$ cat config.mk
export PLATFORM = sky130hd
export DESIGN_NAME = lfr_ctrl
export DESIGN_NICKNAME = d
export VERILOG_FILES = /design/src/hw/rtl/lfr_pkg.sv /design/src/hw/rtl/lfr_ctrl.sv
export SDC_FILE = /design/constraint.sdc
export NUM_CORES = 1
export LEC_CHECK = 0
export BUFFER_PORTS_ARGS = -buffer_cell sky130_fd_sc_hd__clkbuf_2
export CORE_MARGIN = 8
export CORE_UTILIZATION = 35
export DETAILED_ROUTE_END_ITERATION = 8
export SLEW_MARGIN = 30
export SYNTH_ARGS = -nofsm -noshare
export SYNTH_HDL_FRONTEND = slang
export SYNTH_SLANG_ARGS = --single-unit
export TNS_END_PERCENT = 100
$ cat constraint.sdc
create_clock -name clk -period 2.05 [get_ports clk]
set_input_delay 0.205 -clock clk [delete_from_list [all_inputs] [get_ports clk]]
set_output_delay 0.205 -clock clk [all_outputs]
set_load 0.02 [all_outputs]
$ cat src/hw/rtl/lfr_pkg.sv
package lfr_pkg;

  localparam int IN_DATA_W  = 32;
  localparam int IN_USER_W  = 2;
  localparam int OUT_DATA_W = 32;

  localparam int LEN_W  = 11;
  localparam int OFF_W  = 11;
  localparam int CFG_W  = 11;
  localparam int HL_W   = 6;

  localparam logic [LEN_W-1:0] LINK_HDR        = 11'd14;
  localparam logic [LEN_W-1:0] IP_MIN_FRAME    = 11'd34;
  localparam logic [HL_W-1:0]  IP_MIN_HDR      = 6'd20;
  localparam logic [HL_W-1:0]  IP_CSUM_HI_OFS  = 6'd10;
  localparam logic [HL_W-1:0]  IP_CSUM_LO_OFS  = 6'd11;
  localparam logic [CFG_W-1:0] MAX_PAYLOAD_RST = 11'd1500;

  typedef enum logic [1:0] {
    MODE_WR_BYTE = 2'd0,
    MODE_COMMIT  = 2'd1,
    MODE_RD_BYTE = 2'd2,
    MODE_RELEASE = 2'd3
  } mode_t;

  typedef enum logic [2:0] {
    ST_OK      = 3'd0,
    ST_IGNORED = 3'd1,
    ST_SHORT   = 3'd2,
    ST_LONG    = 3'd3,
    ST_BAD_IP  = 3'd4
  } status_t;

  // Commands from the controller to the datapath.
  typedef struct packed {
    logic    latch;
    logic    st_load;
    status_t st_code;
    logic    wr_byte;
    logic    rd_data;
    logic    rd_ihl;
    logic    start_sum;
    logic    sum_step;
    logic    wr_hi;
    logic    wr_lo;
    logic    commit;
    logic    release_slot;
    logic    cap_rbyte;
    logic    load_out;
  } lfr_cmd_t;

  // Status from the datapath to the controller.
  typedef struct packed {
    mode_t   mode;
    logic    ipv4;
    status_t early;
    logic    off_ok;
    logic    hdr_ok;
    logic    sum_last;
    logic    out_free;
  } lfr_sts_t;

endpackage

$ cat src/hw/rtl/lfr_ctrl.sv
module lfr_ctrl (
  input  logic              clk,
  input  logic              rst_n,
  input  logic              in_tvalid,
  output logic              in_tready,
  input  lfr_pkg::lfr_sts_t sts,
  output lfr_pkg::lfr_cmd_t cmd
);
  import lfr_pkg::*;

  typedef enum logic [7:0] {
    S_IDLE    = 8'b0000_0001,
    S_DECIDE  = 8'b0000_0010,
    S_RD_WAIT = 8'b0000_0100,
    S_IHL_CHK = 8'b0000_1000,
    S_SUM     = 8'b0001_0000,
    S_WR_HI   = 8'b0010_0000,
    S_WR_LO   = 8'b0100_0000,
    S_DONE    = 8'b1000_0000
  } state_t;

  state_t state_r, state_nxt;

  assign in_tready = (state_r == S_IDLE);

  always_comb begin
    state_nxt = state_r;
    cmd       = '0;
    cmd.st_code = ST_OK;
    case (state_r)
      S_IDLE: begin
        if (in_tvalid) begin
          cmd.latch = 1'b1;
          state_nxt = S_DECIDE;
        end
      end
      S_DECIDE: begin
        cmd.st_load = 1'b1;
        cmd.st_code = sts.early;
        state_nxt   = S_DONE;
        case (sts.mode)
          MODE_WR_BYTE: begin
            cmd.wr_byte = (sts.early == ST_OK) && sts.off_ok;
          end
          MODE_COMMIT: begin
            if (sts.early == ST_OK) begin
              if (sts.ipv4) begin
                cmd.rd_ihl = 1'b1;
                state_nxt  = S_IHL_CHK;
              end else begin
                cmd.commit = 1'b1;
              end
            end
          end
          MODE_RD_BYTE: begin
            if ((sts.early == ST_OK) && sts.off_ok) begin
              cmd.rd_data = 1'b1;
              state_nxt   = S_RD_WAIT;
            end
          end
          MODE_RELEASE: begin
            cmd.release_slot = (sts.early == ST_OK);
          end
          default: begin
            state_nxt = S_DONE;
          end
        endcase
      end
      S_RD_WAIT: begin
        cmd.cap_rbyte = 1'b1;
        state_nxt     = S_DONE;
      end
      S_IHL_CHK: begin
        if (sts.hdr_ok) begin
          cmd.start_sum = 1'b1;
          state_nxt     = S_SUM;
        end else begin
          cmd.st_load = 1'b1;
          cmd.st_code = ST_BAD_IP;
          state_nxt   = S_DONE;
        end
      end
      S_SUM: begin
        cmd.sum_step = 1'b1;
        if (sts.sum_last) begin
          state_nxt = S_WR_HI;
        end
      end
      S_WR_HI: begin
        cmd.wr_hi = 1'b1;
        state_nxt = S_WR_LO;
      end
      S_WR_LO: begin
        cmd.wr_lo  = 1'b1;
        cmd.commit = 1'b1;
        state_nxt  = S_DONE;
      end
      S_DONE: begin
        if (sts.out_free) begin
          cmd.load_out = 1'b1;
          state_nxt    = S_IDLE;
        end
      end
      default: begin
        state_nxt = S_IDLE;
      end
    endcase
  end

  always_ff @(posedge clk) begin
    if (!rst_n) begin
      state_r <= S_IDLE;
    end else begin
      state_r <= state_nxt;
    end
  end

  a_sum_is_ipv4: assert property (@(posedge clk) disable iff (!rst_n)
    (state_r == S_SUM) |-> (sts.ipv4 && (sts.mode == MODE_COMMIT)))
    else $error("checksum walk outside an IPv4 commit");

  a_done_after_wr_lo: assert property (@(posedge clk) disable iff (!rst_n)
    (state_r == S_WR_LO) |=> (state_r == S_DONE))
    else $error("commit did not finish after checksum write");

  a_latch_only_idle: assert property (@(posedge clk) disable iff (!rst_n)
    cmd.latch |-> (state_r == S_IDLE) && !cmd.load_out)
    else $error("transaction latched outside idle");

endmodule

==> run metrics, run 1 <==
YS warnings 0; core area 1960 µm²; relative slew slack 0.681; htree depth 1; clk sink count 8; multiplexer share of the synthesized area 0; Worst Setup SP state_r[6]$_SDFFE_PN0P_; Buffers on Ports 29; worst hold path stage count 3; distinct cell type count of the synthesized netlist 37; Final Util 0.529; Worst-Skew Late Latency 0.25 ns; failing checks setup timing; most flop-heavy register state_r; beginning of the worst hold path sts[1]; die extent in y 61.4 µm; status complete, but fails checks; Final Non-Filler Cells 155; critical path class reg -> out; Largest regs state_r x8; CP required 1.85 ns; initial DRC count 22; Slew Limit Fails 0; io pins 30; vias 788; Root Buffer clkbuf_4; RSZ-0062 raised after global routing true; die area 3770 µm²; Slew @ Worst Pin between 0.4 and 0.5 ns; cell count after synthesis between 90 and 100; first-pass GRT wire length 3.26 mm; largest net degree at the start of global routing 10; max cap viols 0; CTS Buffer Depth 2; worst reg2reg setup slack between 0.15 and 0.2 ns; worst reg2reg path depth 5; Rows 16; Max Freq 471 MHz; P&R area growth vs syn 43.7%; drt drc 0; NumNets Final approximately 150; vias in the first global route 771; CTS tree built; Worst Hold Class in -> reg; Worst Slack Setup Final -0.0727 ns; VDD IR max ~280 µV; Worst Skew 0.0100 ns; Worst R2R End state_r[0]$_SDFFE_PN1P_; vias per cell just over 5; Total GRT Usage 0.113; design area between 1000 and 1500 µm²; crit end category output port; compound-cell area share of the yosys netlist 0.213; largest family of logic cells by synthesized area simple AND/OR/NAND/NOR gates; final WL between 2 and 2.5 mm; max reg flops 8; antenna cells 0; initial antenna violation count 0; worst hold margin 0.225 ns; clk slew on worst S/H paths 0.06 ns; area share of and/or/nand/nor cells after synthesis 0.376; post-layout min period 2.12 ns; DP Area 933 µm²; syn_nets between 100 and 150; final setup vio count 4; DP Worst Slack 0.132 ns; synthesized area 722 µm²; Post-Syn Area per Cell approximately 8 µm²; fraction of layout cells with a size suffix above 1 0.438; Starting Density 0.368; GPL Wtd Cong slightly above 0.8; PD cells 401 nW/µm²; crit path max fanout 3; Hold Path End state_r[5]$_SDFFE_PN0P_; DP Cell Count 149; Arr. time, crit path 1.92 ns; post-synthesis sequential area ratio 0.222; FF-to-FF Start state_r[6]$_SDFFE_PN0P_; Yosys reg bits 8; drt pass-1 iters 4; antenna viol nets, final 0; startpoint type of the worst setup path flop; cts bufs inserted 3; chip width about 60 µm; Final period util 1.04; gr ovfl total 0; WL per Instance 13.7 µm; leakage 0.000511 µW; XOR/XNOR Fraction of Synth Area 0.0243; synthesized-area fraction occupied by adder cells 0.0693; HPWL after detailed placement roughly 1.7 mm; count of final hold-check violations 0
cell type report:
cell class	count	area, µm²
fillers	210	925
multi-input cells	69	522
repair buffers	41	270
flip-flops and latches	8	163
well taps	27	33.8
inverters	7	26.3
clock buffers	3	22.5
stage by stage:
stage,power (µW),TNS [ns]
floorplan,232,-0.0922
CTS,413,-0.856
global route,444,-0.612
finish,416,-0.175
global placement,273,0
detailed placement,276,0
worst max path at each step:
stage           endpoint  depth (start not counted)
2_1_floorplan    cmd[15]                          6
3_3_place_gp      cmd[3]                          5
3_5_place_dp     cmd[15]                          5
4_1_cts           cmd[3]                          5
5_1_grt        in_tready                          5
6_report         cmd[15]                          5
layer usage:
metal	GRT usage	up-vias	wire [µm]
li1	-	401	-
met5	0	-	0
met2	0.191	25	1040
met4	0.0422	0	0
met1	0.135	362	982
met3	0.0271	0	92
worst max-delay path, cell delays in order, from the launching register on:
cell and delay (ns):
dfxtp_2 0.31, or4_4 0.56, or3_4 0.38, nor3_4 0.15, and2_4 0.17, buf_8 0.10
report_power, final:
group / leakage, µW / internal (µW) / total, µW / switching [µW]
clock network: 0.0000138 / 66.7 / 116 / 49.3
registers: 0.0000658 / 161 / 164 / 3.49
logic: 0.000431 / 66.5 / 136 / 69.0
total: 0.000511 / 294 / 416 / 122
cell usage in the layout, fill, tap and decap left out, drive strengths merged, types with 3 or more instances in the layout:
master	netlist	layout
nor2	7	7
nor3	6	6
ha	4	4
buf	3	21
a21oi	3	3
nand2	4	4
and3	6	6
inv	7	7
clkbuf	4	23
dfxtp	8	8
o21ai	5	5
and2	6	6
cells in the mapped netlist:
master | n | area (µm²)
nor3_1 | 4 | 20.0
nand3b_1 | 2 | 15.0
o211ai_1 | 1 | 7.51
nand2b_1 | 2 | 12.5
ha_1 | 4 | 50.1
xor2_1 | 2 | 17.5
inv_1 | 7 | 26.3
o22ai_1 | 2 | 12.5
dfxtp_1 | 8 | 160
o41ai_4 | 1 | 27.5
o21ai_0 | 5 | 25.0
nor3b_1 | 1 | 7.51
o221ai_1 | 1 | 8.76
o311ai_0 | 1 | 8.76
and2_1 | 6 | 37.5
or3_1 | 1 | 6.26
nand2_1 | 4 | 15.0
o2111ai_1 | 1 | 8.76
nor2_1 | 7 | 26.3
o41ai_1 | 1 | 8.76
clkbuf_1 | 4 | 15.0
buf_2 | 1 | 5.00
or3_4 | 1 | 11.3
nor3b_2 | 1 | 12.5
buf_6 | 2 | 22.5
and4_1 | 1 | 8.76
and3_1 | 6 | 37.5
nand3_1 | 1 | 5.00
nor4_1 | 1 | 6.26
or4b_1 | 1 | 10.0
o21bai_1 | 1 | 7.51
or4_4 | 1 | 11.3
nor3_2 | 2 | 20.0
o32ai_1 | 1 | 8.76
nor4b_1 | 1 | 8.76
a21boi_0 | 2 | 15.0
a21oi_1 | 3 | 15.0
what timing repair did:
item | CTS | global route
pin swaps | 2 | 1
buffers inserted | 3 | 0
hold buffers | 0 | 0
resized for setup | 6 | 22
setup endpoints to repair | 8 | 11
cell families (layout without fill, tap and decap cells):
group | Yosys count | in the layout
adders and majority gates | 4 | 4
xor gates and xnor gates | 2 | 2
and+or+nand+nor | 43 | 43
DFF | 8 | 8
AOI/OAI and AO/OA | 20 | 20
buffers and inverters | 14 | 51
No activity file was read; power rests on OpenSTA's default activity.
==> inputs of run 2 (changes only) <==
- ABC_AREA: not set -> 1
==> run metrics, run 2 <==
initial antenna violation count 0 (unchanged); distinct cell type count of the synthesized netlist 23 (-38%); Critical-path top delay cell dfxtp_1; Synth top area share 0.217 (-0.00452); WL per Instance 10.1 µm (-26%); die area 3830 µm² (+1.5%); Starting Density 0.372 (+0.00386); relative slew slack 0.841 (+0.160); post-synthesis sequential area ratio 0.217 (-0.00452); vias in the first global route 777 (+0.78%); most flop-heavy register state_r; clk sink count 8 (unchanged); status complete, no violations; Worst R2R End state_r[0]$_SDFFE_PN1P_; Post-synth ARST share 0 (unchanged); startpoint type of the worst setup path flop; critical path class reg -> out; chip width 61.9 µm (+0.77%); compound-cell area share of the yosys netlist 0.0204 (-0.193); Slew @ Worst Pin 0.236 ns (-0.238 ns); max cap viols 0 (unchanged); Total GRT Usage 0.109 (-0.00402); worst reg2reg path depth 8 (+3); cts bufs inserted 3 (unchanged); largest family of logic cells by synthesized area simple AND/OR/NAND/NOR gates; CTS tree built; YS warnings 0 (unchanged); Max Freq 588 MHz (+25%); final WL 1.80 mm (-15%); setup_tns 0 ns (+0.175 ns); Post-Syn Area per Cell 6.14 µm² (-23%); beginning of the worst hold path rst_n; crit end category output port; Levels on crit path 8 (+3); commonest cells after routing, fill and taps aside clkbuf_2 (29), inv_1 (28), nor2_1 (24); FF-to-FF Start state_r[2]$_SDFFE_PN0P_; clk slew on worst S/H paths 0.05 ns (about the same); CTS Buffer Depth 2 (unchanged); post-layout min period 1.70 ns (-0.422 ns); Slew Limit Fails 0 (unchanged); Largest delay share family, worst path simple AND/OR/NAND/NOR gates; drt drc 0 (unchanged); Final period util 0.830 (-0.206); GPL Wtd Cong 0.848 (+2.5%); initial DRC count 17 (-23%); antenna cells 0 (unchanged); antenna viol nets, final 0 (unchanged); vias per cell 4.30 (-15%); ys flop type dfxtp_1; HPWL after detailed placement 1.59 mm (-5.2%); post-CTS setup buffers 0 (-3); Worst Setup SP state_r[4]$_SDFFE_PN0P_; PD cells 490 nW/µm² (+22%); CP cell instances nor2_4, nand2_4, inv_4, nand3_4, inv_2, nand2_2, o21ai_1, clkbuf_2; max reg flops 8 (unchanged); Worst Hold Class in -> reg; Worst Slack Setup Final 0.349 ns (+0.422 ns); Worst-Skew Late Latency 0.25 ns (about the same); Largest regs state_r x8; CP required 1.85 ns (about the same); Rows 16 (unchanged); cell count after synthesis 120 (+32%); drt pass-1 iters 4 (unchanged); RSZ-0062 raised after global routing false; die extent in y 61.9 µm (+0.77%); largest net degree at the start of global routing 10 (unchanged); Hold-fix buffers, CTS 0 (unchanged); area share of and/or/nand/nor cells after synthesis 0.538 (+0.162); NumNets Final 171 (+16%); Pwr Total 460 µW (+11%); Commonest cells post-synth inv_1 (28), nor2_1 (24), nand2_1 (20); count leader, synth inv_1; core area 1980 µm² (+1.0%); htree depth 1 (unchanged); fraction of layout cells with a size suffix above 1 0.329 (-0.109); Buffers on Ports 29 (unchanged); final setup vio count 0 (-4); worst path bufs/invs 3 (+2); EDFF count, synth 0 (unchanged); DP Worst Slack 0.606 ns (+0.474 ns); commonest non-fill, non-tap cell in the layout clkbuf_2; DP Cell Count 176 (+18%); worst reg2reg setup slack 0.76 ns (+0.57 ns); first-pass GRT wire length 3.17 mm (-2.9%); Final Util 0.473 (-0.0552); crit path max fanout 9 (+6); Arr. time, crit path 1.50 ns (-0.42 ns); vias 770 (-2.3%); count of final hold-check violations 0 (unchanged); syn_nets 137 (+27%); synthesized area 737 µm² (+2.1%); XOR/XNOR Fraction of Synth Area 0 (-0.0243); multiplexer share of the synthesized area 0 (unchanged); Max stage delay on crit path 0.34 ns (-0.22 ns); leading area contributor after synthesis dfxtp_1; P&R area growth vs syn 27.3%; Root Buffer clkbuf_4; end point of the critical path cmd[3]; synthesized-area fraction occupied by adder cells 0.0679 (-0.00141); io pins 30 (unchanged); Final Non-Filler Cells 179 (+15%); Yosys reg bits 8 (unchanged); gr ovfl total 0 (unchanged); VDD IR max 262 µV (-5.9%); cells taking the most area after synthesis dfxtp_1 (22%), inv_1 (14%), nor2_1 (12%); Worst Skew 0.00523 ns (-0.00480 ns); leakage 0.000532 µW (+4.3%); Resized Gates After CTS 0 (-6)
## run 2: cell types whose count changed after synthesis, moves of 3 or more
cell      previous run  this run
inv_1                7        28
nand3_1              1        10
nand2_2              0         3
and2_1               6         0
nor2_2               0         3
and3_1               6         0
nor2_4               0         4
nand2_1              4        20
o21ai_0              5         1
clkbuf_1             4         0
nor2_1               7        24
## run 2: routing by layer
layer  global-route usage  routed length [µm]
met5                    0                   0
met4               0.0747                  14
met3               0.0206                  91
met2                0.161                 791
met1                0.139                 904
## run 2: kinds of logic after synthesis
kind of cell	Yosys count
simple gates	75
flops	8
buf+inv	30
fa+ha+maj	4
compound gates	3
## run 2: how the worst min path moves through the flow
stage          cells after the start                 endpoint  slack [ns]
5_1_grt                            2  state_r[0]$_SDFFE_PN1P_        0.16
2_1_floorplan                      1  state_r[0]$_SDFFE_PN1P_        0.29
4_1_cts                            2  state_r[0]$_SDFFE_PN1P_        0.14
3_5_place_dp                       2  state_r[0]$_SDFFE_PN1P_        0.41
6_report                           2  state_r[0]$_SDFFE_PN1P_        0.15
3_3_place_gp                       2  state_r[0]$_SDFFE_PN1P_        0.41
## run 2: area by class of cell
| type | count | area [µm²] |
|---|---|---|
| fill | 208 | 1040 |
| multi-input combinational | 82 | 462 |
| sequential | 8 | 160 |
| timing repair buffer | 29 | 145 |
| inverter | 30 | 115 |
| tap | 27 | 33.8 |
| clock buffer | 3 | 22.5 |
## run 2: metrics by stage
stage	instance area [µm²]	hold WS (ns)
2_1_floorplan	737	0.289
6_report	938	0.148
3_3_place_gp	916	0.407
5_1_grt	938	0.156
3_5_place_dp	916	0.411
4_1_cts	938	0.144
## run 2: power breakdown
| part | switching, µW | internal, µW |
|---|---|---|
| combinational | 110 | 56.5 |
| clock | 52.5 | 66.9 |
| sequential | 8.85 | 165 |
